<file path="src/rtl/core/alpha_composite_pixel_unit_defines.svh">
// assertion macros for the alpha composite pixel unit
// expects clk and arst_n in the scope of each use
`ifndef ALPHA_COMPOSITE_PIXEL_UNIT_DEFINES_SVH
`define ALPHA_COMPOSITE_PIXEL_UNIT_DEFINES_SVH
`ifndef SYNTHESIS
`define ACPU_ASSERT_NOW(lbl, ante, cons) \
	lbl: assert property (@(posedge clk) disable iff (!arst_n) (ante) |-> (cons)) \
		else $error("acpu check failed");
`define ACPU_ASSERT_NEXT(lbl, ante, cons) \
	lbl: assert property (@(posedge clk) disable iff (!arst_n) (ante) |=> (cons)) \
		else $error("acpu check failed");
`else
`define ACPU_ASSERT_NOW(lbl, ante, cons)
`define ACPU_ASSERT_NEXT(lbl, ante, cons)
`endif
`endif

</file>
<file path="src/rtl/core/acpu_pkg.sv">
// shared types and constants of the alpha composite pixel unit
// no dependencies
`default_nettype none
package acpu_pkg;
	localparam int CH_W = 8;
	localparam int Q_W = 8;
	localparam int NUM_W = 25;
	localparam int DEN_W = 17;
	localparam int CFG_W = 3;

	// configuration register indexes
	localparam logic REG_SRC_CH = 1'b0;
	localparam logic REG_DST_CH = 1'b1;

	typedef struct packed {
		logic dst_colour;
		logic dst_alpha;
		logic zero_w;
	} ctrl_t;
endpackage
`default_nettype wire

</file>
<file path="src/rtl/core/acpu_div.sv">
// pipelined restoring divider, one quotient bit per stage
// depends on acpu_pkg
`default_nettype none
module acpu_div (
	input  wire logic                     clk,
	input  wire logic [acpu_pkg::Q_W-1:0] adv,
	input  wire logic [acpu_pkg::NUM_W-1:0] num,
	input  wire logic [acpu_pkg::DEN_W-1:0] den,
	output logic [acpu_pkg::Q_W-1:0]      quo
);
	import acpu_pkg::*;

	logic [NUM_W-1:0] rem_s [Q_W];
	logic [DEN_W-1:0] den_s [Q_W];
	logic [Q_W-1:0]   quo_s [Q_W];

	for (genvar k = 0; k < Q_W; k++) begin : g_stage
		logic [NUM_W-1:0] rem_in;
		logic [DEN_W-1:0] den_in;
		logic [Q_W-1:0]   quo_in;
		logic [NUM_W-1:0] shf;
		logic             ge;

		if (k == 0) begin : g_first
			assign rem_in = num;
			assign den_in = den;
			assign quo_in = '0;
		end else begin : g_next
			assign rem_in = rem_s[k-1];
			assign den_in = den_s[k-1];
			assign quo_in = quo_s[k-1];
		end

		// trial subtract of the divisor at this bit weight
		assign shf = NUM_W'(den_in) << (Q_W - 1 - k);
		assign ge  = rem_in >= shf;

		always_ff @(posedge clk) begin
			if (adv[k]) begin
				rem_s[k] <= ge ? rem_in - shf : rem_in;
				den_s[k] <= den_in;
				quo_s[k] <= quo_in | (ge ? Q_W'(1) << (Q_W - 1 - k) : '0);
			end
		end
	end

	assign quo = quo_s[Q_W-1];
endmodule
`default_nettype wire

</file>
<file path="src/rtl/core/alpha_composite_pixel_unit.sv">
// source-over alpha composite of one pixel onto one pixel, 12 stage pipeline
// depends on acpu_pkg, acpu_div and alpha_composite_pixel_unit_defines.svh
//
// channel  port group    payload
// in       s_axis_*      source c0..c3, destination c0..c3, 8 bits each
// out      m_axis_*      new destination c0..c3, 8 bits each
// config   cfg_*         src_channels (index 0), dst_channels (index 1)
//
// one pixel per cycle while m_axis_tready does not stall the output
// stages: convert, products, scaled terms, numerator/divisor, 8 divider bits
// each stage holds its item while the stage after it is full and cannot move, bubbles collapse
// reset clears valid bits and sets both channel counts to 4
`default_nettype none
`include "alpha_composite_pixel_unit_defines.svh"
module alpha_composite_pixel_unit (
	input  wire logic        clk,
	input  wire logic        arst_n,
	input  wire logic        s_axis_tvalid,
	output logic             s_axis_tready,
	// src_c0, src_c1, src_c2, src_c3, dst_c0, dst_c1, dst_c2, dst_c3
	input  wire logic [63:0] s_axis_tdata,
	output logic             m_axis_tvalid,
	input  wire logic        m_axis_tready,
	// out_c0, out_c1, out_c2, out_c3
	output logic [31:0]      m_axis_tdata,
	input  wire logic        cfg_we,
	input  wire logic        cfg_addr,
	input  wire logic [acpu_pkg::CFG_W-1:0] cfg_wdata
);
	import acpu_pkg::*;

	localparam int NST = 4 + Q_W;

	function automatic logic [2:0] clamp_ch(input logic [CFG_W-1:0] c);
		logic [2:0] r;
		r = c;
		if (c == 3'd0) r = 3'd1;
		else if (c > 3'd4) r = 3'd4;
		return r;
	endfunction

	logic [CFG_W-1:0] src_ch_q, dst_ch_q;
	logic [NST-1:0]   vld_s, adv;

	// configuration registers
	always_ff @(posedge clk or negedge arst_n) begin
		if (!arst_n) begin
			src_ch_q <= 3'd4;
			dst_ch_q <= 3'd4;
		end else if (cfg_we) begin
			unique case (cfg_addr)
				REG_SRC_CH: src_ch_q <= cfg_wdata;
				REG_DST_CH: dst_ch_q <= cfg_wdata;
			endcase
		end
	end

	// stage advance chain, a stage moves when empty or when the next one moves
	always_comb begin
		adv[NST-1] = !vld_s[NST-1] || m_axis_tready;
		for (int k = NST - 2; k >= 0; k--) adv[k] = !vld_s[k] || adv[k+1];
	end

	always_ff @(posedge clk or negedge arst_n) begin
		if (!arst_n) begin
			vld_s <= '0;
		end else begin
			if (adv[0]) vld_s[0] <= s_axis_tvalid;
			for (int k = 1; k < NST; k++) if (adv[k]) vld_s[k] <= vld_s[k-1];
		end
	end

	assign s_axis_tready = adv[0];

	// source conversion into the destination model
	logic [2:0]      sc, dc;
	logic [CH_W-1:0] s [4];
	logic [CH_W-1:0] d [4];
	logic [CH_W-1:0] hi, lo, gray, sa_c, da_c;
	logic [CH_W-1:0] col_c [3];
	logic            dcol_c, dalp_c;

	always_comb begin
		for (int k = 0; k < 4; k++) begin
			s[k] = s_axis_tdata[8*k +: 8];
			d[k] = s_axis_tdata[32 + 8*k +: 8];
		end
		sc = clamp_ch(src_ch_q);
		dc = clamp_ch(dst_ch_q);
		dcol_c = dc >= 3'd3;
		dalp_c = (dc == 3'd2) || (dc == 3'd4);
		hi = s[0];
		lo = s[0];
		if (s[1] > hi) hi = s[1];
		if (s[2] > hi) hi = s[2];
		if (s[1] < lo) lo = s[1];
		if (s[2] < lo) lo = s[2];
		gray = CH_W'(({1'b0, hi} + {1'b0, lo}) >> 1);
		if (sc == 3'd2) sa_c = s[1];
		else if (sc == 3'd4) sa_c = s[3];
		else sa_c = 8'd255;
		if (dcol_c) begin
			col_c[0] = s[0];
			col_c[1] = (sc >= 3'd3) ? s[1] : s[0];
			col_c[2] = (sc >= 3'd3) ? s[2] : s[0];
		end else begin
			col_c[0] = (sc >= 3'd3) ? gray : s[0];
			col_c[1] = '0;
			col_c[2] = '0;
		end
		if (dalp_c) da_c = dcol_c ? d[3] : d[1];
		else da_c = 8'd255;
	end

	logic [CH_W-1:0] sa_s1, da_s1;
	logic [CH_W-1:0] col_s1 [3];
	logic [CH_W-1:0] dst_s1 [3];
	ctrl_t           ctl_s1;

	always_ff @(posedge clk) begin
		if (adv[0]) begin
			sa_s1  <= sa_c;
			da_s1  <= da_c;
			ctl_s1 <= '{dst_colour: dcol_c, dst_alpha: dalp_c, zero_w: 1'b0};
			for (int i = 0; i < 3; i++) begin
				col_s1[i] <= col_c[i];
				dst_s1[i] <= d[i];
			end
		end
	end

	// first products
	logic [15:0]     p1_s2 [3];
	logic [15:0]     p2_s2;
	logic [CH_W-1:0] sa_s2;
	logic [CH_W-1:0] dst_s2 [3];
	ctrl_t           ctl_s2;

	always_ff @(posedge clk) begin
		if (adv[1]) begin
			for (int i = 0; i < 3; i++) begin
				p1_s2[i]  <= sa_s1 * col_s1[i];
				dst_s2[i] <= dst_s1[i];
			end
			p2_s2  <= ctl_s1.dst_alpha ? da_s1 * (8'd255 - sa_s1) : 16'(8'd255 - sa_s1);
			sa_s2  <= sa_s1;
			ctl_s2 <= ctl_s1;
		end
	end

	// scaled terms and combined weight
	logic [23:0] m_s3 [3];
	logic [23:0] a_s3 [3];
	logic [15:0] w_s3;
	ctrl_t       ctl_s3;

	always_ff @(posedge clk) begin
		if (adv[2]) begin
			for (int i = 0; i < 3; i++) begin
				m_s3[i] <= p2_s2 * dst_s2[i];
				a_s3[i] <= ctl_s2.dst_alpha ? {p1_s2[i], 8'd0} - 24'(p1_s2[i])
					: 24'(p1_s2[i]);
			end
			w_s3   <= {sa_s2, 8'd0} - 16'(sa_s2) + p2_s2;
			ctl_s3 <= ctl_s2;
		end
	end

	// alpha as round-half-up of w / 255 by a reciprocal, w never exceeds 65025
	logic [15:0] ay_c, aq_c;

	assign ay_c = w_s3 + 16'd127;
	assign aq_c = ay_c + (ay_c >> 8) + 16'd1;

	// numerators and divisors with half-up rounding folded in
	logic [NUM_W-1:0] num_s4 [3];
	logic [DEN_W-1:0] den_s4 [3];
	logic [Q_W-1:0]   alp_s4;
	ctrl_t            ctl_s4;

	always_ff @(posedge clk) begin
		if (adv[3]) begin
			for (int i = 0; i < 3; i++) begin
				num_s4[i] <= {a_s3[i] + m_s3[i], 1'b0}
					+ (ctl_s3.dst_alpha ? NUM_W'(w_s3) : NUM_W'(255));
				den_s4[i] <= ctl_s3.dst_alpha ? {w_s3, 1'b0} : DEN_W'(510);
			end
			alp_s4 <= aq_c[15:8];
			ctl_s4 <= '{dst_colour: ctl_s3.dst_colour, dst_alpha: ctl_s3.dst_alpha,
				zero_w: ctl_s3.dst_alpha && (w_s3 == '0)};
		end
	end

	// divider lanes: three colour channels
	logic [Q_W-1:0] q [3];

	for (genvar i = 0; i < 3; i++) begin : g_lane
		acpu_div u_div (
			.clk (clk),
			.adv (adv[NST-1:4]),
			.num (num_s4[i]),
			.den (den_s4[i]),
			.quo (q[i])
		);
	end

	ctrl_t          ctl_d_s [Q_W];
	logic [Q_W-1:0] alp_d_s [Q_W];

	// control and alpha travel beside the divider stages
	always_ff @(posedge clk) begin
		if (adv[4]) begin
			ctl_d_s[0] <= ctl_s4;
			alp_d_s[0] <= alp_s4;
		end
		for (int k = 1; k < Q_W; k++)
			if (adv[4+k]) begin
				ctl_d_s[k] <= ctl_d_s[k-1];
				alp_d_s[k] <= alp_d_s[k-1];
			end
	end

	// place channels in the destination layout
	ctrl_t          ctl_o;
	logic [Q_W-1:0] c_o [3];
	logic [Q_W-1:0] a_o;

	always_comb begin
		ctl_o = ctl_d_s[Q_W-1];
		for (int i = 0; i < 3; i++) c_o[i] = ctl_o.zero_w ? '0 : q[i];
		a_o = ctl_o.dst_alpha ? alp_d_s[Q_W-1] : '0;
		if (ctl_o.dst_colour) m_axis_tdata = {a_o, c_o[2], c_o[1], c_o[0]};
		else m_axis_tdata = {8'd0, 8'd0, a_o, c_o[0]};
	end

	assign m_axis_tvalid = vld_s[NST-1];

	`ACPU_ASSERT_NOW(a_full_when_blocked, !s_axis_tready, &vld_s)
	`ACPU_ASSERT_NEXT(a_hold_on_stall, m_axis_tvalid && !m_axis_tready, $stable(m_axis_tdata))
	`ACPU_ASSERT_NEXT(a_bubble_enters, s_axis_tready && !s_axis_tvalid, !vld_s[0])
endmodule
`default_nettype wire
</file>
<file path="config.mk">
export PLATFORM = sky130hd
export DESIGN_NAME = alpha_composite_pixel_unit
export DESIGN_NICKNAME = d
export VERILOG_FILES = /design/src/rtl/core/acpu_pkg.sv /design/src/rtl/core/acpu_div.sv /design/src/rtl/core/alpha_composite_pixel_unit.sv
export VERILOG_INCLUDE_DIRS = /design/src /design/src/rtl/core
export SDC_FILE = /design/constraint.sdc
export NUM_CORES = 2
export LEC_CHECK = 0
export BUFFER_PORTS_ARGS = -buffer_cell sky130_fd_sc_hd__buf_2
export CORE_ASPECT_RATIO = 1.1
export CORE_MARGIN = 4
export CORE_UTILIZATION = 50
export CTS_BUF_LIST = sky130_fd_sc_hd__clkbuf_16
export DETAILED_ROUTE_END_ITERATION = 6
export PLACE_DENSITY = 0.68
export SYNTH_ARGS = -nofsm -noshare
export SYNTH_HDL_FRONTEND = slang
export SYNTH_SLANG_ARGS = --single-unit
export TNS_END_PERCENT = 10
</file>
<file path="constraint.sdc">
create_clock -name clk -period 31 [get_ports clk]
set_clock_uncertainty 0.2 [all_clocks]
set_input_delay 4.65 -clock clk [delete_from_list [all_inputs] [get_ports clk]]
set_output_delay 4.65 -clock clk [all_outputs]
set_load 0.01 [all_outputs]
</file>
==> flow_summary.ini <==
[status]
run_status = finished, violations left
violated_checks = DRC

[routing]
detailed_route_wire_length_per_cell_um = 20.4
first_pass_iters = 7
drc = 2
wirelength_um = 231000
route.antenna.remaining_nets = 0
vias = 63400
detailedRoute.firstIterationViolations = 3695
vias_per_cell = 5.62

[clock_tree]
post_cts_resized = 0
clock_insertion_delay_worst_skew_ps = 820
cts.repair_timing.setup_buffer_count = 0
number_of_buffers_inserted_by_hold_repair_at_cts = 0
cts_tree = done
clkSinkCount = 1255
clock_tree.htree_level_count = 4
cts-root-buf = sky130_fd_sc_hd__clkbuf_16
clock_buffer_depth = 3
clk_pin_slew_worst_paths_ps = 60
tritoncts.num_buffers = 140

[worst_hold_path]
worst_hold_path_type = reg2reg
min-delay-start = g_lane[0].u_div.quo_s[0][14]
worst_hold_path.num_cells = 0

[synth]
netlist.area_leader.share = 0.407
yosysSeqAreaShare = 0.412
netlist_area_mm2 = 0.0913
postSynthAreaPerCell_um2 = 10.6
postSynth.asyncResetShare = 0.0143
post_synth_num_cell_types = 117
syn_inst = 8630
synth_commonest_cells = sky130_fd_sc_hd__edfxtp_1 (1237), sky130_fd_sc_hd__inv_1 (903), sky130_fd_sc_hd__ha_1 (865), sky130_fd_sc_hd__nand2_1 (849), sky130_fd_sc_hd__nor2_1 (473)
synthesized_nets = 9993
synth.yosys.warnings = 0
yosys_register_bits = 1255
number_of_synthesized_flops_with_an_enable_pin = 1237
synth_top_cells_by_area = sky130_fd_sc_hd__edfxtp_1 (41%), sky130_fd_sc_hd__ha_1 (12%), sky130_fd_sc_hd__fa_1 (9.3%), sky130_fd_sc_hd__inv_1 (3.7%), sky130_fd_sc_hd__xnor2_1 (3.6%)
synth_top_cell_by_area = sky130_fd_sc_hd__edfxtp_1
postSynth.topFlopCell = sky130_fd_sc_hd__edfxtp_1
synth_most_common_cell = sky130_fd_sc_hd__edfxtp_1

[sta]
min_period_over_period = 0.430
report.final.slew_viol_count = 0
maxSlewHeadroom = 0.159
maxClockFrequency_mhz = 75.0
finalSetupViolCount = 0
grt_setup_unrepaired = no
finalWorstPathRequiredPeriod_ps = 13340
worst_slew_pin_slew_ps = 1260
timing.final.hold_violations = 0
fin_tns_setup_ps = 0
final.hold.worst_slack_ps = 210

[layout]
stdcell_count = 11300
fillers = 15600
finish.net_count = 10100
syn_to_final_growth_pct = 8.80
post_route_cells_drive_above_1_share = 0.0643

[setup_path]
critical_path_depth = 10
critical-path-max-stage-delay_ps = 750
critical_path.endpoint_type = output port
worst_setup_path_startpoint = m_axis_tready
worstSetupPathType = in2out
cp_slowest_cell = sky130_fd_sc_hd__nor2_1
crit_path_frequent_cell = sky130_fd_sc_hd__nand3_4
critical_path.endpoint = s_axis_tready
cp-start-kind = primary input
path_buf_inv = 3
flop2flop_setup_slack_ps = 24650
worst-endpoint-required_ps = 26150
r2r_end = m_s3[0][70]
worstPathMaxFanout = 46
reg2reg_depth = 16
timing.rr.start = p2_s2[5]
crit_arrival_ps = 8490
critical-path-top-delay-family = simple AND/OR/NAND/NOR gates
cp_cell_sequence = buf_2 -> nor2b_1 -> nand2_4 -> nor2_1 -> nand3_4 -> nor2_1 -> nand3_4 -> inv_1 -> nand3_4 -> buf_2

[global_route]
grt_usage = 0.243
grt_max_degree = 136
antenna_found_initial = 5
grt_pass1_wl_um = 359000
grt.overflow.total = 0
number_of_global_route_vias_before_repair = 64400

[die]
pin_count = 107
core.rowCount = 164
fp.dieH_um = 456
start_util = 0.503
fp.coreArea_mm2 = 0.182
die_width_um = 416
die_area_mm2 = 0.190

[place]
portBuffers = 106
post-place-cells = 11000
place.detailed.hpwl_um = 184000
place_congestion = 0.986

[job]
max_cap_viols = 0
-- kinds of logic after synthesis --
family / after synthesis / synth area share
and+or+nand+nor: 2634 / 0.143
AOI/OAI and AO/OA: 1676 / 0.119
adders and majority gates: 1290 / 0.212
DFF: 1255 / 0.412
buffers and inverters: 1077 / 0.0450
xor gates and xnor gates: 564 / 0.0543
muxes: 134 / 0.0159
-- through the flow --
step	setup slack, ps	util	cell area (um^2)
6_report	17660	0.547	99400
5_1_grt	17240	0.547	99400
4_1_cts	17520	0.547	99400
3_5_place_dp	17540	0.522	94700
3_3_place_gp	17700	0.522	94700
2_1_floorplan	8720	-	91300
-- worst min path at each step --
stage                                              end  slack, ps
after floorplan                          alp_d_s[0][0]        200
after global placement    g_lane[1].u_div.quo_s[1][22]        200
after detailed placement                 alp_d_s[0][0]        200
after CTS                 g_lane[0].u_div.quo_s[0][22]        200
after global routing      g_lane[0].u_div.quo_s[1][26]        220
final                     g_lane[0].u_div.quo_s[0][22]        210
-- metal layers --
metal / share of wire / vias to the layer above / wire, um / global-route usage
li1: - / 30800 / - / -
met1: 0.36 / 30600 / 83600 / 0.253
met2: 0.53 / 1434 / 123000 / 0.461
met3: 0.031 / 553 / 7110 / 0.0256
met4: 0.074 / 0 / 17200 / 0.155
met5: 0 / - / 0 / 0
-- placed cells by master, fill, tap and decap left out, types with 106 or more instances in the layout --
cell / n
sky130_fd_sc_hd__clkbuf_16: 140
sky130_fd_sc_hd__nand2b_1: 137
sky130_fd_sc_hd__buf_2: 106
sky130_fd_sc_hd__and2_1: 315
sky130_fd_sc_hd__inv_1: 919
sky130_fd_sc_hd__fa_1: 425
sky130_fd_sc_hd__a21oi_1: 451
sky130_fd_sc_hd__nand2_1: 845
sky130_fd_sc_hd__nor3_1: 196
sky130_fd_sc_hd__a21o_1: 194
sky130_fd_sc_hd__xnor2_1: 378
sky130_fd_sc_hd__nand3_1: 127
sky130_fd_sc_hd__ha_1: 865
sky130_fd_sc_hd__o21ai_0: 388
sky130_fd_sc_hd__edfxtp_1: 1237
sky130_fd_sc_hd__nor2_1: 473
sky130_fd_sc_hd__xor2_1: 184
sky130_fd_sc_hd__nor2b_1: 149
-- state kept, by name (all words and copies together), names as in the netlist, 3 cells and up --
signal,cells
a_s3,72
da_s1,8
ctl_s4,3
g_lane.u_div.quo_s,108
dst_s2,24
vld_s,12
w_s3,16
sa_s1,8
ctl_d_s,24
num_s4,73
g_lane.u_div.den_s,105
dst_ch_q,3
p2_s2,16
g_lane.u_div.rem_s,511
alp_s4,8
src_ch_q,3
m_s3,72
dst_s1,24
alp_d_s,64
den_s4,15
col_s1,24
sa_s2,8
p1_s2,48
-- layout make-up --
cell class,count,area [um^2],share of cell area
Inverter,904,3400,0.0342
Clock inverter,112,1130,0.0114
Multi-Input combinational cell,6298,49800,0.501
Antenna cell,1,2.50,0.0000252
Sequential cell,1255,37600,0.378
Tap cell,2407,3010,0.0303
Timing Repair Buffer,162,968,0.00974
Clock buffer,140,3500,0.0353
-- worst register-to-register path: stages, from the launching register on --
cell and delay (ps):
sky130_fd_sc_hd__edfxtp_1 1190, sky130_fd_sc_hd__nand2_1 210, sky130_fd_sc_hd__fa_1 550, sky130_fd_sc_hd__fa_1 550, sky130_fd_sc_hd__inv_1 50, sky130_fd_sc_hd__fa_1 470
sky130_fd_sc_hd__inv_1 50, sky130_fd_sc_hd__fa_1 470, sky130_fd_sc_hd__inv_1 40, sky130_fd_sc_hd__ha_1 290, sky130_fd_sc_hd__a21boi_0 150, sky130_fd_sc_hd__o21a_1 220
sky130_fd_sc_hd__o2111a_1 280, sky130_fd_sc_hd__o311ai_1 620, sky130_fd_sc_hd__o21ai_0 240, sky130_fd_sc_hd__a2111o_1 410, sky130_fd_sc_hd__o211ai_1 170
Power is not shown: default switching activity piles up to over one toggle a cycle in this logic, so the estimate is an artifact.
